<file path="config.mk">
export PLATFORM = sky130hd
export DESIGN_NAME = sliding_window_median
export DESIGN_NICKNAME = d
export VERILOG_FILES = /design/src/sv/swm_pkg.sv /design/src/sv/swm_ram.sv /design/src/sv/swm_cell.sv /design/src/sv/swm_sort_chain.sv /design/src/sv/sliding_window_median.sv
export SDC_FILE = /design/constraint.sdc
export NUM_CORES = 2
export LEC_CHECK = 0
export BUFFER_PORTS_ARGS = -buffer_cell sky130_fd_sc_hd__buf_2
export CAP_MARGIN = 0
export CORE_MARGIN = 5
export CORE_UTILIZATION = 35
export CTS_CLUSTER_DIAMETER = 200
export DETAILED_ROUTE_END_ITERATION = 7
export PLACE_DENSITY_LB_ADDON = 0.3
export SLEW_MARGIN = 20
export SYNTH_ARGS = -nofsm -noshare
export SYNTH_HDL_FRONTEND = slang
export SYNTH_SLANG_ARGS = --single-unit
</file>
<file path="constraint.sdc">
create_clock -name i_clk -period 17.85 [get_ports i_clk]
set_input_delay 0.8925 -clock i_clk [delete_from_list [all_inputs] [get_ports i_clk]]
set_output_delay 0.8925 -clock i_clk [all_outputs]
set_load 0.05 [all_outputs]
</file>
<file path="src/sv/swm_pkg.sv">
// Shared constants and types for the sliding-window median filter.
// No dependencies; imported by swm_cell, swm_sort_chain and sliding_window_median.
package swm_pkg;

    localparam int WINDOW_MAX_DEF  = 64;
    localparam int SAMPLE_BITS_DEF = 8;
    localparam int CFG_W           = 7;
    localparam int LEN_RESET       = 3;

    // Per-cycle command broadcast to every sort cell
    typedef struct packed {
        logic load;    // a sample request is taken this cycle
        logic remove;  // window full: evict one copy of the oldest value
        logic clear;   // drop all cell contents
    } t_cell_ctl;

endpackage

</file>
<file path="src/sv/swm_ram.sv">
// Generic single-port-write, single-port-read RAM with registered read data.
// No dependencies.
module swm_ram #(
    parameter int WIDTH = 8,
    parameter int DEPTH = 64,
    parameter int ADDR_W = (DEPTH > 1) ? $clog2(DEPTH) : 1
) (
    input  logic              i_clk,
    input  logic              i_we,
    input  logic [ADDR_W-1:0] i_waddr,
    input  logic [WIDTH-1:0]  i_wdata,
    input  logic [ADDR_W-1:0] i_raddr,
    output logic [WIDTH-1:0]  o_rdata
);

    logic [WIDTH-1:0] r_mem [DEPTH];
    logic [WIDTH-1:0] r_rdata;

    always_ff @(posedge i_clk) begin
        if (i_we) begin
            r_mem[i_waddr] <= i_wdata;
        end
        r_rdata <= r_mem[i_raddr];
    end

    assign o_rdata = r_rdata;

endmodule

</file>
<file path="src/sv/swm_cell.sv">
// One slot of the sorted window: removes the evicted value and inserts the new
// sample using only its own compares and its two neighbors. Uses swm_pkg.
module swm_cell #(
    parameter int SAMPLE_BITS = swm_pkg::SAMPLE_BITS_DEF
) (
    input  logic                   i_clk,
    input  logic                   i_rst_n,
    input  swm_pkg::t_cell_ctl     i_ctl,
    input  logic [SAMPLE_BITS-1:0] i_sample,
    input  logic [SAMPLE_BITS-1:0] i_old,
    input  logic [SAMPLE_BITS-1:0] i_up_value,
    input  logic                   i_up_valid,
    input  logic [SAMPLE_BITS-1:0] i_dn_value,
    input  logic                   i_dn_valid,
    input  logic                   i_dn_le,
    output logic [SAMPLE_BITS-1:0] o_value,
    output logic                   o_valid,
    output logic [SAMPLE_BITS-1:0] o_r_value,
    output logic                   o_r_valid,
    output logic                   o_r_le
);
    import swm_pkg::*;

    logic [SAMPLE_BITS-1:0] r_value;
    logic                   r_valid;
    logic [SAMPLE_BITS-1:0] n_value;
    logic                   n_valid;
    logic                   w_below_old;
    logic                   w_shift;
    logic [SAMPLE_BITS-1:0] w_r_value;
    logic                   w_r_valid;
    logic                   w_r_le;

    // after eviction: cells at or above the evicted slot take the upper neighbor
    assign w_below_old = r_valid & (r_value < i_old);
    assign w_shift     = i_ctl.remove & ~w_below_old;
    assign w_r_value   = w_shift ? i_up_value : r_value;
    assign w_r_valid   = w_shift ? i_up_valid : r_valid;
    assign w_r_le      = w_r_valid & (w_r_value <= i_sample);

    always_comb begin
        if (w_r_le) begin
            n_value = w_r_value;
            n_valid = w_r_valid;
        end else if (i_dn_le) begin
            n_value = i_sample;
            n_valid = 1'b1;
        end else begin
            n_value = i_dn_value;
            n_valid = i_dn_valid;
        end
    end

    always_ff @(posedge i_clk) begin
        if (!i_rst_n || i_ctl.clear) begin
            r_valid <= 1'b0;
        end else if (i_ctl.load) begin
            r_valid <= n_valid;
        end
    end

    always_ff @(posedge i_clk) begin
        if (i_ctl.load) begin
            r_value <= n_value;
        end
    end

    assign o_value   = r_value;
    assign o_valid   = r_valid;
    assign o_r_value = w_r_value;
    assign o_r_valid = w_r_valid;
    assign o_r_le    = w_r_le;

endmodule

</file>
<file path="src/sv/swm_sort_chain.sv">
// Row of sort cells holding the window in ascending order.
// Depends on swm_pkg and swm_cell.
module swm_sort_chain #(
    parameter int WINDOW_MAX  = swm_pkg::WINDOW_MAX_DEF,
    parameter int SAMPLE_BITS = swm_pkg::SAMPLE_BITS_DEF
) (
    input  logic                   i_clk,
    input  logic                   i_rst_n,
    input  swm_pkg::t_cell_ctl     i_ctl,
    input  logic [SAMPLE_BITS-1:0] i_sample,
    input  logic [SAMPLE_BITS-1:0] i_old,
    output logic [SAMPLE_BITS-1:0] o_values [WINDOW_MAX]
);
    import swm_pkg::*;

    // index k carries links of cell k-1; index 0 is the bottom boundary
    logic [SAMPLE_BITS-1:0] w_r_value [WINDOW_MAX+1];
    logic                   w_r_valid [WINDOW_MAX+1];
    logic                   w_r_le    [WINDOW_MAX+1];
    // stored slot contents, index WINDOW_MAX is the empty top boundary
    logic [SAMPLE_BITS-1:0] w_value   [WINDOW_MAX+1];
    logic                   w_valid   [WINDOW_MAX+1];

    assign w_r_value[0]          = '0;
    assign w_r_valid[0]          = 1'b1;
    assign w_r_le[0]             = 1'b1;
    assign w_value[WINDOW_MAX]   = '0;
    assign w_valid[WINDOW_MAX]   = 1'b0;

    for (genvar k = 0; k < WINDOW_MAX; k++) begin : g_cell
        swm_cell #(
            .SAMPLE_BITS(SAMPLE_BITS)
        ) u_cell (
            .i_clk      (i_clk),
            .i_rst_n    (i_rst_n),
            .i_ctl      (i_ctl),
            .i_sample   (i_sample),
            .i_old      (i_old),
            .i_up_value (w_value[k+1]),
            .i_up_valid (w_valid[k+1]),
            .i_dn_value (w_r_value[k]),
            .i_dn_valid (w_r_valid[k]),
            .i_dn_le    (w_r_le[k]),
            .o_value    (w_value[k]),
            .o_valid    (w_valid[k]),
            .o_r_value  (w_r_value[k+1]),
            .o_r_valid  (w_r_valid[k+1]),
            .o_r_le     (w_r_le[k+1])
        );
        assign o_values[k] = w_value[k];
    end

endmodule

</file>
<file path="src/sv/sliding_window_median.sv">
// Sliding-window median filter: top level with ring store, control and output register.
// Depends on swm_pkg, swm_ram, swm_sort_chain (swm_cell).
//
//  channel   | signals                                      | direction
//  ----------+----------------------------------------------+----------
//  sample    | i_sample_valid, o_sample_ready, i_sample     | in
//  median    | o_median_valid, i_median_ready, o_median     | out
//  config    | i_window_len_we, i_window_len                | in
//
// One sample request per cycle while o_sample_ready is high; insert and evict through
// the cell row finish in the accepting cycle. A request that fills the window sets
// r_pend; the median is then copied from the row into a single output register, raising
// o_median_valid. While the output stalls, one more request is taken into the row and
// o_sample_ready then drops. Synchronous reset and a window_len write empty the window.
module sliding_window_median #(
    parameter int WINDOW_MAX  = swm_pkg::WINDOW_MAX_DEF,
    parameter int SAMPLE_BITS = swm_pkg::SAMPLE_BITS_DEF
) (
    input  logic                      i_clk,
    input  logic                      i_rst_n,
    input  logic                      i_window_len_we,
    input  logic [swm_pkg::CFG_W-1:0] i_window_len,
    input  logic                      i_sample_valid,
    output logic                      o_sample_ready,
    input  logic [SAMPLE_BITS-1:0]    i_sample,
    output logic                      o_median_valid,
    input  logic                      i_median_ready,
    output logic [SAMPLE_BITS-1:0]    o_median
);
    import swm_pkg::*;

    localparam int LEN_W = $clog2(WINDOW_MAX + 1);
    localparam int PTR_W = (WINDOW_MAX > 1) ? $clog2(WINDOW_MAX) : 1;
    localparam int LEN_RST_I = (LEN_RESET > WINDOW_MAX) ? WINDOW_MAX : LEN_RESET;
    localparam logic [LEN_W-1:0] LEN_RST = LEN_W'(LEN_RST_I);
    localparam logic [LEN_W-1:0] LEN_MAX = LEN_W'(WINDOW_MAX);

    logic [LEN_W-1:0]       r_len;
    logic [LEN_W-1:0]       n_len;
    logic [LEN_W-1:0]       r_fill;
    logic [PTR_W-1:0]       r_wpos;
    logic [PTR_W-1:0]       n_wpos;
    logic                   r_pend;
    logic                   r_out_vld;
    logic [SAMPLE_BITS-1:0] r_median;
    logic                   r_byp;
    logic [SAMPLE_BITS-1:0] r_byp_data;

    logic                   w_in_acc;
    logic                   w_copy;
    logic                   w_full;
    logic                   w_done;
    logic [PTR_W-1:0]       w_raddr;
    logic [SAMPLE_BITS-1:0] w_ram_q;
    logic [SAMPLE_BITS-1:0] w_old;
    logic [PTR_W-1:0]       w_midx;
    t_cell_ctl              w_ctl;
    logic [SAMPLE_BITS-1:0] w_values [WINDOW_MAX];

    always_comb begin
        if (i_window_len == '0) begin
            n_len = LEN_W'(1);
        end else if (int'(i_window_len) > WINDOW_MAX) begin
            n_len = LEN_MAX;
        end else begin
            n_len = LEN_W'(i_window_len);
        end
    end

    assign w_full   = (r_fill == r_len);
    assign w_done   = w_full | ((r_fill + LEN_W'(1)) == r_len);
    assign w_copy   = r_pend & (~r_out_vld | i_median_ready);
    assign w_in_acc = i_sample_valid & o_sample_ready;
    assign n_wpos   = (r_wpos == PTR_W'(r_len - LEN_W'(1))) ? '0 : r_wpos + PTR_W'(1);
    assign w_raddr  = w_in_acc ? n_wpos : r_wpos;
    assign w_old    = r_byp ? r_byp_data : w_ram_q;
    assign w_midx   = PTR_W'((r_len - LEN_W'(1)) >> 1);

    assign w_ctl.load   = w_in_acc;
    assign w_ctl.remove = w_full;
    assign w_ctl.clear  = i_window_len_we;

    swm_ram #(
        .WIDTH (SAMPLE_BITS),
        .DEPTH (WINDOW_MAX),
        .ADDR_W(PTR_W)
    ) u_ring (
        .i_clk  (i_clk),
        .i_we   (w_in_acc),
        .i_waddr(r_wpos),
        .i_wdata(i_sample),
        .i_raddr(w_raddr),
        .o_rdata(w_ram_q)
    );

    swm_sort_chain #(
        .WINDOW_MAX (WINDOW_MAX),
        .SAMPLE_BITS(SAMPLE_BITS)
    ) u_chain (
        .i_clk   (i_clk),
        .i_rst_n (i_rst_n),
        .i_ctl   (w_ctl),
        .i_sample(i_sample),
        .i_old   (w_old),
        .o_values(w_values)
    );

    always_ff @(posedge i_clk) begin
        if (!i_rst_n) begin
            r_len     <= LEN_RST;
            r_fill    <= '0;
            r_wpos    <= '0;
            r_pend    <= 1'b0;
            r_out_vld <= 1'b0;
            r_byp     <= 1'b0;
        end else if (i_window_len_we) begin
            r_len     <= n_len;
            r_fill    <= '0;
            r_wpos    <= '0;
            r_pend    <= 1'b0;
            r_out_vld <= 1'b0;
            r_byp     <= 1'b0;
        end else begin
            // ring read one slot ahead; a one-slot ring must see the sample just written
            r_byp <= w_in_acc & (n_wpos == r_wpos);
            if (w_in_acc) begin
                r_wpos <= n_wpos;
                if (!w_full) begin
                    r_fill <= r_fill + LEN_W'(1);
                end
            end
            if (w_in_acc && w_done) begin
                r_pend <= 1'b1;
            end else if (w_copy) begin
                r_pend <= 1'b0;
            end
            if (w_copy) begin
                r_out_vld <= 1'b1;
            end else if (i_median_ready) begin
                r_out_vld <= 1'b0;
            end
        end
    end

    always_ff @(posedge i_clk) begin
        if (w_in_acc) begin
            r_byp_data <= i_sample;
        end
        if (w_copy) begin
            r_median <= w_values[w_midx];
        end
    end

    assign o_sample_ready = ~r_pend | w_copy;
    assign o_median_valid = r_out_vld;
    assign o_median       = r_median;

endmodule
</file>
# After elaboration in Yosys (flattened, before gate mapping)
# Memory sizes are Yosys's and may differ from the RTL's. A register that Yosys moved wholly into a read port is not among the register bits.
# Index checks and enable logic that the tools add are counted.
# op_classes
addsub,3
n_eq_ne,4
n_lt_le_gt_ge,130
reduce_logical,8
bitwise,267
mux,396
# ops
cell,count
$mux 8,194
$le 8x8->1,64
$lt 8x8->1,64
$mux 1,197
$and 1x1->1,195
$not 1->1,68
$bmux 8 s6,1
$eq 7x7->1,2
$mux 7,2
$eq 6x6->1,2
$mux 6,2
$add 7x1->7 const B,1
$ge 7x7->1 const B,1
$gt 7x7->1 const B,1
$logic_not 7->1,1
$not 6->7,1
$sub 7x1->7 const B,1
$add 6x1->6 const B,1
$reduce_bool 2->1,2
$or 1x1->1,3
$reduce_and 2->1,1
$reduce_or 2->1,1
$logic_and 1x1->1,1
$logic_not 1->1,1
$logic_or 1x1->1,1
# word_totals
out_inout_bits,10
elab_cells,945
inputBits,20
ramBits,512
register_bits,615
n_memories,1
# mem_list
name,words,word_bits,rd,rd_ports_with_merged_regs,wr,line_no,source
u_ring.r_mem,64,8,1,1,1,swm_ram.sv:16,logic [WIDTH-1:0] r_mem [DEPTH];

# Logic depth before layout (Yosys ltp)
# logic_depth
ltp_word,10
ltp_mapped,24
mapped_depth_nobuf,19

# Cells and area by module
# From an unflattened synthesis, not the netlist that was laid out.
# unflattened
hier_cells,8601
hier_area_um2,97143.2
# modules_own_cells
module,instances,seq_area_each_um2,area_per_inst_um2,cells_per_inst
swm_cell (u_chain.g_cell[0].u_cell ...),45,260.2,1093.5,106
swm_cell (u_chain.g_cell[50].u_cell ...),19,260.2,1142.3,123
swm_ram,1,15534.9,20302.0,995
sliding_window_median,1,940.9,5919.4,497
swm_sort_chain,1,0.0,7.5,2

# Least setup slack after synthesis
# No wires, ideal clock.
# synth_path
path_type,in2reg
from,input i_median_ready
to,register r_byp_data[0] (enable)
arrival_time_ps,16465
required_time_ps,16763
slack_ps,298
path_buffers,3
setup_ps,1087
path_stages,6
path_cell_list,nand3b_1 -> nand2_1 -> inv_1 -> clkbuf_1 -> clkbuf_1 -> clkbuf_1
# synth_between
elab_chain_len,4
# synth_rtl
element,line_no,source
from (decl),sliding_window_median.sv:27,"input logic i_median_ready,"
$or 1x1->1,sliding_window_median.sv:72,assign w_copy = r_pend & (~r_out_vld | i_median_ready);
$and 1x1->1,sliding_window_median.sv:72,
$or 1x1->1,sliding_window_median.sv:154,assign o_sample_ready = ~r_pend | w_copy;
$and 1x1->1,sliding_window_median.sv:73,assign w_in_acc = i_sample_valid & o_sample_ready;
via u_ring.i_we,swm_ram.sv:9,"input logic i_we,"
to (signal assigned),sliding_window_median.sv:147,r_byp_data <= i_sample;
to (decl),sliding_window_median.sv:47,logic [SAMPLE_BITS-1:0] r_byp_data;
# The timed path passes the listed nets, and every way through them passes these cells.
# A chain may end at the register's enable or synchronous reset.

# Worst setup path after layout
# layout_path
from,register r_byp
to,"register u_chain.g_cell[13].u_cell.r_value[1], data pin"
# layout_between
elab_chain_len,10
elab_cells_between_ends,19
classes_between,order compare: 4; mux: 7; bitwise: 8
# layout_rtl
element,line_no,source
from (decl),sliding_window_median.sv:46,logic r_byp;
from (signal assigned),sliding_window_median.sv:125,r_byp <= w_in_acc & (n_wpos == r_wpos);
$mux 8 (*),sliding_window_median.sv:76,assign w_old = r_byp ? r_byp_data : w_ram_q;
$lt 8x8->1,swm_cell.sv:35,assign w_below_old = r_valid & (r_value < i_old);
$and 1x1->1,swm_cell.sv:35,
$not 1->1,swm_cell.sv:36,assign w_shift = i_ctl.remove & ~w_below_old;
$and 1x1->1,swm_cell.sv:36,
$mux 8,swm_cell.sv:37,assign w_r_value = w_shift ? i_up_value : r_value;
$le 8x8->1,swm_cell.sv:39,assign w_r_le = w_r_valid & (w_r_value <= i_sample);
$and 1x1->1,swm_cell.sv:39,
$mux 8,swm_cell.sv:45,end else if (i_dn_le) begin
$mux 8 (*),swm_cell.sv:42,if (w_r_le) begin
via u_chain.g_cell[13].u_cell.n_value[1],swm_cell.sv:26,logic [SAMPLE_BITS-1:0] n_value;
to (signal assigned),swm_cell.sv:64,r_value <= n_value;
to (decl),swm_cell.sv:24,logic [SAMPLE_BITS-1:0] r_value;
# Mark *: on every way through the listed nets, which the timed path passes. The rest lies on a longest branch.

==> impl_results.md <==
- Register area share after synthesis: 38.5%
- HPWL Detailed: just under 200000 um
- Leak: 0.0340 uW
- Post_cts resized: 0
- CTS Sinks: 1135
- Peak Freq: 132 MHz
- Die X: 506 um
- Global-route wire length before repair: 436000 um
- Worst slew margin: 21.6%
- Critical Path Most Common Cell: mux2_2
- Synth-to-layout area growth: 9.84%
- Vias: 67.9k
- CP max FO: 28
- Top delay family on crit path: compound AO/OA/AOI/OAI gates
- Row cnt: 182
- Clock Pin Slew Worst Setup and Hold Paths: 0.06 ns
- DRT antenna net count: 0
- Total power draw: slightly above 10000 uW
- Warnings from Yosys: 0
- Routability congestion estimate: 0.900
- Final min period: 7.55 ns
- Worst Setup Start Kind: flip-flop
- Min-delay worst type: in -> reg
- Unrepaired setup endpoints after global routing: no
- Status: complete, no violations
- Most common library cells after synthesis: 1040 x edfxtp_1, 963 x ha_1, 606 x mux2_2
- Biggest area consumer among synthesized cells: edfxtp_1
- Nets: 8517
- Share of layout cells above drive strength 1: 17.7%
- Worst skew pair latency: 0.84 ns
- Max stage delay on crit path: between 0.9 and 1 ns
- Final wirelength: 295000 um
- Final core occ: 38.5%
- Area share of the largest cell type after synthesis: about 36%
- CP Launch Point: r_byp
- Total gr overflow: 0
- DR WL/cell: ~27 um
- Ranking of synthesized cells by area: edfxtp_1 36%, ha_1 14%, mux2_2 7.9%
- I/O pins: 30
- Reg2reg start: r_byp
- CP required: 18.40 ns
- Pre-Repair DR Iteration Count: 6
- Critical path's slowest cell: dfxtp_1
- Tightest Pin Transition: 1.18 ns
- Netlist Area Pre-Place: 0.0861 mm^2
- WS Path Type: reg -> reg
- Total die area: 0.256 mm^2
- Pwr/cell area: 106 mW/mm^2
- Port bufs: 29
- Final Hold Vio Count: 0
- Clock buffer depth: 3
- Worst hold start: i_rst_n
- Placed inst area: 0.0895 mm^2
- Gate Count Post-Synth: 7721
- WHS: ~0.34 ns
- VDD IR max: 0.0828 mV
- Fin Setup TNS: 0 ns
- CTS tree: yes
- CP Capture Type: flip-flop
- CP arrival: between 8 and 9 ns
- Pin count of the biggest net entering global routing: 179
- CTS HTree Levels: 4
- Post-synth EDFFs: between 1k and 1.5k
- Setup Skew: roughly 0.085 ns
- Slew Limit Fails: 0
- Initial antenna violation count: 3
- Syn Nets: 8704
- DRC viols: 0
- Syn avg cell area: 11.2 um^2
- Tot GR Track Use: 22.0%
- Synth Flop Type: edfxtp_1
- Max-capacitance violation count: 0
- Clock root cell: clkbuf_16
- FF+latch count, synth: 1135
- Synth cell types: between 90 and 100
- # fillers: 23.5k
- Final Setup Violations: 0
- # hold bufs at CTS: 0
- Crit path cell chain: mux2i_4, buf_4, buf_4, ha_1, a2111oi_0, a21oi_1, o21ai_2, mux2_2, ha_1, nor2b_1, o21a_1, o21ai_0, nand2b_1, a21oi_1, o21a_1, o21ai_2, mux2_2, mux2_2
- Crit path buf inv count: 2
- Vias/cell: about 6.2
- Initial Utilization: 35.1%
- Die height: around 500 um
- CTS Buf Count: 141
- Post-CTS Setup Inserts: 0
- Design Area, Final: around 0.095 mm^2
- Vias in the first global route: 66.4k
- Core area: roughly 0.25 mm^2
- DR iter-0 viols: 7715
- Post-synth ARST share: 0%
- Most frequent cell after synthesis: edfxtp_1
- Period utilisation layout: 42.3%
-- worst paths after layout --
check | endpoint | slack, ns | cells past startpoint
worst min register to register | o_median_valid | 0.51 | 2
worst max-delay path | u_chain.g_cell[13].u_cell.o_value[1] | 10.30 | 18
worst min-delay path | r_len[0] | 0.34 | 2
worst max register to register | u_chain.g_cell[13].u_cell.o_value[1] | 10.30 | 18
-- layout make-up --
cell class	instances	area, um^2	area share [%]
clock inverter	89	1210	1.28
antenna	3	7.51	0.00794
timing repair buffer	164	1340	1.42
clock buffer	172	3700	3.92
sequential	1135	33100	35.0
inverter	118	487	0.514
multi-input combinational	5974	50700	53.6
tap	3220	4030	4.26
-- report_power, final --
part | switching (uW) | internal, uW
registers | 425 | 3240
clock network | 1290 | 1740
logic | 1980 | 1390
total | 3690 | 6370
-- worst reg2reg max path, stage by stage, from the launching register on --
cell and delay [ns]:
dfxtp_1 0.94, mux2i_4 0.77, buf_4 0.61, buf_4 0.65, ha_1 0.38, a2111oi_0 0.42
a21oi_1 0.17, o21ai_2 0.44, mux2_2 0.43, ha_1 0.29, nor2b_1 0.14, o21a_1 0.12
o21ai_0 0.07, nand2b_1 0.08, a21oi_1 0.06, o21a_1 0.18, o21ai_2 0.86, mux2_2 0.42
mux2_2 0.26
-- cells in the final DEF (no fill, tap or decap), types with 141 or more instances in the layout --
master	count
a32o_1	193
mux2i_1	295
o21ai_0	520
nand3_1	242
clkbuf_16	141
nand2_1	335
mux2_2	606
mux4_2	168
edfxtp_1	1040
nor2_1	307
ha_1	962
a211oi_1	183
o21a_1	222
a21oi_1	554
-- flip-flops by register name, summed over array words and instances, names as in the netlist --
| register | count |
|---|---|
| o_median | 8 |
| o_median_valid | 1 |
| r_byp | 1 |
| r_byp_data | 8 |
| r_fill | 7 |
| r_len | 7 |
| r_pend | 1 |
| r_wpos | 6 |
| u_chain.g_cell.u_cell.o_valid | 64 |
| u_chain.g_cell.u_cell.o_value | 512 |
| u_ring.o_rdata | 8 |
| u_ring.r_mem | 512 |
-- logic make-up after synthesis --
| family | Yosys count | share of synthesized area, % |
|---|---|---|
| buffers and inverters | 612 | 3.12 |
| and+or+nand+nor | 1402 | 8.03 |
| muxes | 1082 | 15.9 |
| DFF | 1135 | 38.5 |
| AOI/OAI and AO/OA | 2493 | 20.0 |
| xor gates and xnor gates | 34 | 0.427 |
| adders and majority gates | 963 | 14.0 |
-- metal layers --
layer  share of wire [%]  wire (um)  GRT usage (%)
met1                  43     127000           30.2
met2                  45     133000           34.8
met5              0.0044         13              0
met4                 4.7      14000           9.38
met3                 7.2      21200           3.17
-- per-stage QoR --
step	instances	worst slack, ns
3_5_place_dp	10600	10.44
2_1_floorplan	7721	0.298
6_report	10875	10.30
3_3_place_gp	10593	10.52
5_1_grt	10872	9.92
4_1_cts	10861	10.38
Power figures use the tool's default switching activity.
